**config.mk**
```make
export PLATFORM = sky130hd
export DESIGN_NAME = ring_queue_with_front_push_and_find_core
export DESIGN_NICKNAME = d
export VERILOG_FILES = /design/src/hdl/rqf_pkg.sv /design/src/hdl/rqf_slots.sv /design/src/hdl/ring_queue_with_front_push_and_find_core.sv
export SDC_FILE = /design/constraint.sdc
export NUM_CORES = 1
export LEC_CHECK = 0
export BUFFER_PORTS_ARGS = -buffer_cell sky130_fd_sc_hd__buf_2
export CELL_PAD_IN_SITES_DETAIL_PLACEMENT = 0
export CELL_PAD_IN_SITES_GLOBAL_PLACEMENT = 1
export CORE_ASPECT_RATIO = 1.4
export CORE_MARGIN = 2
export CORE_UTILIZATION = 41
export DETAILED_ROUTE_END_ITERATION = 6
export PLACE_DENSITY = 0.62
export SYNTH_ARGS = -nofsm -noshare
export SYNTH_HDL_FRONTEND = slang
export SYNTH_SLANG_ARGS = --single-unit
```
**constraint.sdc**
```tcl
create_clock -name clk -period 6.2 [get_ports clk]
set_clock_uncertainty 0.15 [all_clocks]
set_input_delay 1.24 -clock clk [delete_from_list [all_inputs] [get_ports clk]]
set_output_delay 1.24 -clock clk [all_outputs]
set_load 0.01 [all_outputs]
```
**src/hdl/rqf_pkg.sv**
```systemverilog
// Package for the ring queue: payload types, operation and status codes, index helpers.
package rqf_pkg;

  // Storage depth and the widths that follow from it.
  localparam int Depth = 64;
  localparam int IdxW  = 6;
  localparam int CntW  = 7;

  // Operation codes carried in the kind field.
  localparam logic [2:0] KIND_PUSH_BACK  = 3'd0;
  localparam logic [2:0] KIND_PUSH_FRONT = 3'd1;
  localparam logic [2:0] KIND_POP_FRONT  = 3'd2;
  localparam logic [2:0] KIND_FIND       = 3'd3;
  localparam logic [2:0] KIND_CLEAR      = 3'd4;

  // Status codes of a result.
  localparam logic [1:0] STAT_OK        = 2'd0;
  localparam logic [1:0] STAT_FULL      = 2'd1;
  localparam logic [1:0] STAT_EMPTY     = 2'd2;
  localparam logic [1:0] STAT_NOT_FOUND = 2'd3;

  // Value answered by a pop on an empty queue.
  localparam logic [15:0] EMPTY_DATA = 16'hFFFF;

  // One input item.
  typedef struct packed {
    logic [2:0]  kind;
    logic [15:0] value;
    logic        remove;
  } req_t;

  // One result item.
  typedef struct packed {
    logic [1:0]  status;
    logic [15:0] data;
    logic [6:0]  occupancy;
  } rsp_t;

  // Write request into the slot store.
  typedef struct packed {
    logic            en;
    logic [IdxW-1:0] addr;
    logic [15:0]     data;
  } slot_wr_t;

  // Next index around the ring of cap slots.
  function automatic logic [IdxW-1:0] step_up(input logic [IdxW-1:0] i,
                                              input logic [CntW-1:0] cap);
    logic [CntW-1:0] inc;
    inc = {1'b0, i} + CntW'(1);
    return (inc >= cap) ? '0 : inc[IdxW-1:0];
  endfunction

  // Previous index around the ring of cap slots.
  function automatic logic [IdxW-1:0] step_down(input logic [IdxW-1:0] i,
                                                input logic [CntW-1:0] cap);
    logic [CntW-1:0] top;
    top = cap - CntW'(1);
    return (i == '0 || {1'b0, i} >= cap) ? top[IdxW-1:0] : i - IdxW'(1);
  endfunction

endpackage

```
**src/hdl/rqf_slots.sv**
```systemverilog
// Slot store of the ring queue: one write port, one read port with registered data.
module rqf_slots (
  input  logic                           clk,
  input  rqf_pkg::slot_wr_t              wr,
  input  logic [rqf_pkg::IdxW-1:0]       rd_addr,
  output logic [15:0]                    rd_data
);
  import rqf_pkg::*;

  logic [15:0] mem [Depth];

  // Write port.
  always_ff @(posedge clk) begin
    if (wr.en) begin
      mem[wr.addr] <= wr.data;
    end
  end

  // Registered read port.
  always_ff @(posedge clk) begin
    rd_data <= mem[rd_addr];
  end

endmodule

```
**src/hdl/ring_queue_with_front_push_and_find_core.sv**
```systemverilog
// Top level of the ring queue: sequencer, index registers, compare unit and result register.
//
//  channel | direction | handshake           | payload
//  --------+-----------+---------------------+--------------------------------
//  req     | in        | req_valid/req_stall | kind, value, remove
//  rsp     | out       | rsp_valid/rsp_stall | status, data, occupancy
//  cfg     | in        | cfg_valid/cfg_ready | capacity (7 bits)
//
// Pushes, pops and clear pass from the idle state through the execute state to the
// output state. A find also scans the held entries front to back in the scan state (up to
// the capacity), one per cycle through the single read port of the slot store, and passes
// through the move state when a match in the middle is replaced by the back entry.
// Reset leaves the queue empty with capacity 64; slot contents are not cleared.
// A stalled result holds the sequencer before the next item is taken.
module ring_queue_with_front_push_and_find_core (
  input  logic          clk,
  input  logic          rst,
  input  logic          req_valid,
  output logic          req_stall,
  input  rqf_pkg::req_t req,
  output logic          rsp_valid,
  input  logic          rsp_stall,
  output rqf_pkg::rsp_t rsp,
  input  logic          cfg_valid,
  output logic          cfg_ready,
  input  logic [6:0]    cfg_data
);
  import rqf_pkg::*;

  typedef enum logic [4:0] {
    S_IDLE = 5'b00001,
    S_EXEC = 5'b00010,
    S_SCAN = 5'b00100,
    S_MOVE = 5'b01000,
    S_OUT  = 5'b10000
  } state_t;

  state_t          state, state_next;
  req_t            item;
  logic [IdxW-1:0] head, head_next;
  logic [IdxW-1:0] tail, tail_next;
  logic [CntW-1:0] count, count_next;
  logic [CntW-1:0] cap;
  logic [IdxW-1:0] pos, pos_next;
  logic [CntW-1:0] scan_n, scan_n_next;
  logic [1:0]      res_status, res_status_next;
  logic [15:0]     res_data, res_data_next;

  slot_wr_t        wr;
  logic [IdxW-1:0] rd_addr;
  logic [15:0]     rd_data;

  logic            req_xfer;
  logic            cfg_xfer;
  logic            rsp_free;
  logic            hit;
  logic [CntW-1:0] cap_wr;
  logic [CntW-1:0] cap_top;

  rqf_slots u_slots (
    .clk     (clk),
    .wr      (wr),
    .rd_addr (rd_addr),
    .rd_data (rd_data)
  );

  // Handshakes: configuration wins over an item offered in the same idle cycle.
  assign cfg_ready = (state == S_IDLE);
  assign req_stall = (state != S_IDLE) || cfg_valid;
  assign req_xfer  = req_valid && !req_stall;
  assign cfg_xfer  = cfg_valid && cfg_ready;
  assign rsp_free  = !rsp_valid || !rsp_stall;

  // Clamp a written capacity into 1..Depth.
  always_comb begin
    if (cfg_data == '0) begin
      cap_wr = CntW'(1);
    end else if (cfg_data > CntW'(Depth)) begin
      cap_wr = CntW'(Depth);
    end else begin
      cap_wr = cfg_data;
    end
  end

  assign cap_top = cap - CntW'(1);

  // The shared compare unit: current slot against the searched value.
  assign hit = (rd_data == item.value);

  // Read address: the front outside the scan state, the next slot or the back entry while scanning.
  always_comb begin
    unique case (state)
      S_SCAN: begin
        if (hit && item.remove && scan_n != '0) begin
          rd_addr = tail;
        end else begin
          rd_addr = step_up(pos, cap);
        end
      end
      default: begin
        rd_addr = head;
      end
    endcase
  end

  // Sequencer and next values of the queue registers.
  always_comb begin
    state_next      = state;
    head_next       = head;
    tail_next       = tail;
    count_next      = count;
    pos_next        = pos;
    scan_n_next     = scan_n;
    res_status_next = res_status;
    res_data_next   = res_data;
    wr.en           = 1'b0;
    wr.addr         = pos;
    wr.data         = rd_data;

    unique case (state)
      S_IDLE: begin
        if (cfg_xfer) begin
          head_next  = '0;
          tail_next  = IdxW'(cap_wr - CntW'(1));
          count_next = '0;
        end else if (req_xfer) begin
          state_next = S_EXEC;
        end
      end

      S_EXEC: begin
        res_status_next = STAT_OK;
        res_data_next   = '0;
        state_next      = S_OUT;
        unique case (item.kind)
          KIND_PUSH_BACK: begin
            if (count >= cap) begin
              res_status_next = STAT_FULL;
            end else begin
              tail_next  = step_up(tail, cap);
              wr.en      = 1'b1;
              wr.addr    = step_up(tail, cap);
              wr.data    = item.value;
              count_next = count + CntW'(1);
            end
          end
          KIND_PUSH_FRONT: begin
            // The back index already equals front + count - 1, so it stays put.
            if (count >= cap) begin
              res_status_next = STAT_FULL;
            end else begin
              head_next  = step_down(head, cap);
              wr.en      = 1'b1;
              wr.addr    = step_down(head, cap);
              wr.data    = item.value;
              count_next = count + CntW'(1);
            end
          end
          KIND_POP_FRONT: begin
            // The front slot was read on the transfer edge.
            if (count == '0) begin
              res_status_next = STAT_EMPTY;
              res_data_next   = EMPTY_DATA;
            end else begin
              res_data_next = rd_data;
              head_next     = step_up(head, cap);
              count_next    = count - CntW'(1);
            end
          end
          KIND_FIND: begin
            res_status_next = STAT_NOT_FOUND;
            if (count != '0) begin
              pos_next    = head;
              scan_n_next = '0;
              state_next  = S_SCAN;
            end
          end
          KIND_CLEAR: begin
            head_next  = '0;
            tail_next  = cap_top[IdxW-1:0];
            count_next = '0;
          end
          default: begin
          end
        endcase
      end

      S_SCAN: begin
        // One held entry is compared per cycle, front to back.
        if (hit) begin
          res_status_next = STAT_OK;
          if (item.remove && scan_n == '0) begin
            head_next  = step_up(head, cap);
            count_next = count - CntW'(1);
            state_next = S_OUT;
          end else if (item.remove) begin
            state_next = S_MOVE;
          end else begin
            state_next = S_OUT;
          end
        end else if (scan_n + CntW'(1) == count) begin
          state_next = S_OUT;
        end else begin
          scan_n_next = scan_n + CntW'(1);
          pos_next    = step_up(pos, cap);
        end
      end

      S_MOVE: begin
        // The back entry fills the hole and the back index steps back.
        wr.en      = 1'b1;
        wr.addr    = pos;
        wr.data    = rd_data;
        count_next = count - CntW'(1);
        tail_next  = step_down(tail, cap);
        state_next = S_OUT;
      end

      S_OUT: begin
        if (rsp_free) begin
          state_next = S_IDLE;
        end
      end

      default: begin
        state_next = S_IDLE;
      end
    endcase
  end

  // Control registers.
  always_ff @(posedge clk) begin
    if (rst) begin
      state     <= S_IDLE;
      head      <= '0;
      tail      <= IdxW'(Depth - 1);
      count     <= '0;
      cap       <= CntW'(Depth);
      rsp_valid <= 1'b0;
    end else begin
      state <= state_next;
      head  <= head_next;
      tail  <= tail_next;
      count <= count_next;
      if (cfg_xfer) begin
        cap <= cap_wr;
      end
      if (state == S_OUT && rsp_free) begin
        rsp_valid <= 1'b1;
      end else if (!rsp_stall) begin
        rsp_valid <= 1'b0;
      end
    end
  end

  // Payload registers.
  always_ff @(posedge clk) begin
    if (req_xfer) begin
      item <= req;
    end
    pos        <= pos_next;
    scan_n     <= scan_n_next;
    res_status <= res_status_next;
    res_data   <= res_data_next;
    if (state == S_OUT && rsp_free) begin
      rsp.status    <= res_status;
      rsp.data      <= res_data;
      rsp.occupancy <= count;
    end
  end

endmodule

```
==> impl_results.md <==
- Syn-to-layout area delta: 13.8%
- Syn_area_per_cell: 14.0 µm²
- Most common cell after layout, fill and taps aside: edfxtp_1
- DRC: 3
- Final worst slack: 0.369 ns
- CTS tree: built
- Die outline height: 407 µm
- Largest net degree at the start of global routing: 95
- Layout Utilization: 0.469
- Average vias per placed instance: 5.93
- Netlist cell types: 92
- Final Net Count: 3,641
- First-pass GRT wire length: 218,000 µm
- Max Fanout on Critical Path: 36
- Outcome: finished, violations left
- Row cnt: 148
- Endpoints failing hold: 0
- Hold endpoint: rsp[8]
- Die ar.: 119,000 µm²
- Pwr Density: 407 nW/µm²
- Final Max Tran Viols: 0
- Register area share after synthesis: 0.713
- Clock latency on the worst-skew pair: 0.73 ns
- H-tree levels: 3
- Reg2reg start: pos[0]
- Max Buffers Root-to-Sink: 3
- Worst Hold Class: flip-flop to flip-flop
- Inserted Clock Buffers: 110
- Setup crit start: pos[0]
- Hold buffers post-CTS: 0
- Global Route Usage Sum: 0.252
- RSZ-0062 raised after global routing: no
- Initial drt markers: 3,179
- Leakage: 18.5 nW
- Synth top area share: 0.693
- Most used cells in the layout excluding fill and tap cells: edfxtp_1 (1,100), nand2_1 (507), nor2_1 (178)
- Initial antenna violation count: 0
- Initial Util: 0.412
- Final setup vio count: 0
- IO Port Bufs: 59
- Post-CTS setup buffers: 0
- #FFs+latches synth: 1,148
- Worst R2R End: u_slots.rd_data[15]
- WL/cell: 29.5 µm
- Post-synth EDFFs: 1,100
- Hpwl dp: 98,000 µm
- Min-delay src: res_data[1]
- Ports: 60
- GPL Wtd Cong: 0.949
- Pre-CTS setup slack: 0.468 ns
- YS warnings: 0
- Clock root buffer: clkbuf_16
- Cts repair resizes: 0
- Max-cap viol count: 0
- Total length of routed wires: 152,000 µm
- Clock slew at reported path FFs: 0.07 ns
- Share of layout cells above drive strength 1: 0.139
- Crit path required time: 6.62 ns
- Max rail drop VDD: 0.222 mV
- Post-Synthesis Cells: 3,401
- Worst-Margin Slew: 1.17 ns
- Worst rel slew slack: 0.219
- Detail Route Antenna Nets: 0
- Post-layout min period: 5.83 ns
- Vias: 30,600
- Vias in the first global route: 30,000
- Hold_ws: 0.269 ns
- Async SR Flop Fraction: 0
- Hold path depth: 0
- Max frequency: 171 MHz
- Failing checks: design-rule violations
- Fin crit share: 0.941
- Setup crit end kind: flip-flop
- Worst reg2reg path depth: 16
- Ys flop type: edfxtp_1
- Clock sink count: 1,148
- Area leader, netlist: edfxtp_1
- Die width: 292 µm
- Main area contributors after synthesis: edfxtp_1 (69%), nand2_1 (4.0%), mux2i_1 (2.9%)
- Sum Neg Setup Slack: 0 ns
- Ant diodes: 0
- Setup slack, reg-to-reg: 0.37 ns
- Grt ovf: 0
- Post-synthesis cell area: 47,700 µm²
- Core area: 116,000 µm²
- Critical path arrival: 6.26 ns
- Net Count, Synth: 3,484
- Critical Path Source Type: flip-flop
- Setup CP Type: flip-flop to flip-flop
- TritonRoute pass-1 iters: 7
## registers in the layout, indices dropped and copies added, names as in the netlist, 6 cells and up
register         cells
head                 6
count                7
item                20
tail                 6
rsp                 25
cap                  7
scan_n               7
u_slots.mem       1024
res_data            16
pos                  6
u_slots.rd_data     16
## per-stage QoR
stage | total power, mW | instance area (µm²) | instances
2_1_floorplan | 12.9 | 47700 | 3401
3_3_place_gp | 15.5 | 50800 | 4946
3_5_place_dp | 15.6 | 50800 | 4946
4_1_cts | 22.1 | 54300 | 5152
5_1_grt | 22.8 | 54300 | 5152
6_report | 22.1 | 54300 | 5152
## worst max-delay path, stage by stage (launching register included)
cell       delay, ns
edfxtp_1        0.48
ha_1            0.29
nand3_1         0.12
xor2_1          0.29
inv_1           0.10
ha_1            0.29
and3_1          0.20
a221oi_2        0.42
o2111ai_1       0.28
o211ai_1        0.56
nand2_8         0.36
buf_4           0.40
a221oi_1        0.36
o21ai_0         0.21
o2111a_1        0.26
o21ai_0         0.71
nand4_1         0.17
## routing by layer
metal | up-vias | wire, µm | track usage
met2 | 1225 | 76300 | 0.436
met3 | 300 | 9220 | 0.0343
met1 | 15600 | 58700 | 0.312
met5 | - | 0 | 0
met4 | 0 | 7920 | 0.123
li1 | 13500 | - | -
## worst max-delay path by stage
stage / endpoint / cells past startpoint
2_1_floorplan: u_slots.mem[35][0] / 14
3_3_place_gp: u_slots.rd_data[15] / 16
3_5_place_dp: u_slots.rd_data[9] / 16
4_1_cts: u_slots.rd_data[9] / 16
5_1_grt: u_slots.rd_data[9] / 16
6_report: u_slots.rd_data[15] / 16
## power breakdown
part	leakage (nW)	switching [mW]	total, mW	internal (mW)
combinational	6.58	4.10	5.56	1.46
sequential	10.2	0.250	9.90	9.65
clock	1.72	2.95	6.60	3.64
## logic make-up (layout without fill, tap and decap cells)
kind of cell               Yosys count  in the layout  share of synthesized area
muxes                              168            168                     0.0362
xor gates and xnor gates            53             53                    0.00974
AOI/OAI and AO/OA                  664            664                      0.101
and+or+nand+nor                   1078           1078                      0.104
buffers and inverters              239            490                     0.0234
DFF                               1148           1148                      0.713
adders and majority gates           51             51                     0.0134
## area by class of cell
| type | instances | area, µm² |
|---|---|---|
| Tap cell | 1500 | 1880 |
| Timing Repair Buffer | 256 | 2100 |
| Sequential cell | 1148 | 34000 |
| Clock inverter | 67 | 604 |
| Fill cell | 10000 | 61500 |
| Multi-Input combinational cell | 2014 | 12700 |
| Inverter | 28 | 105 |
| Clock buffer | 139 | 2890 |
## cells in the mapped netlist (all sizes together) (24+ instances only)
cell / count
and3: 80
nor2: 180
nand2: 512
xor2: 32
buf: 123
clkbuf: 88
nand3: 138
o211ai: 29
edfxtp: 1100
inv: 28
o21ai: 79
ha: 51
a211oi: 70
nand4: 46
a31oi: 86
mux2i: 137
a32oi: 52
mux2: 31
o22ai: 25
a21oi: 104
dfxtp: 48
o21a: 24
nor3: 30
No activity file was read; power rests on OpenSTA's default activity.
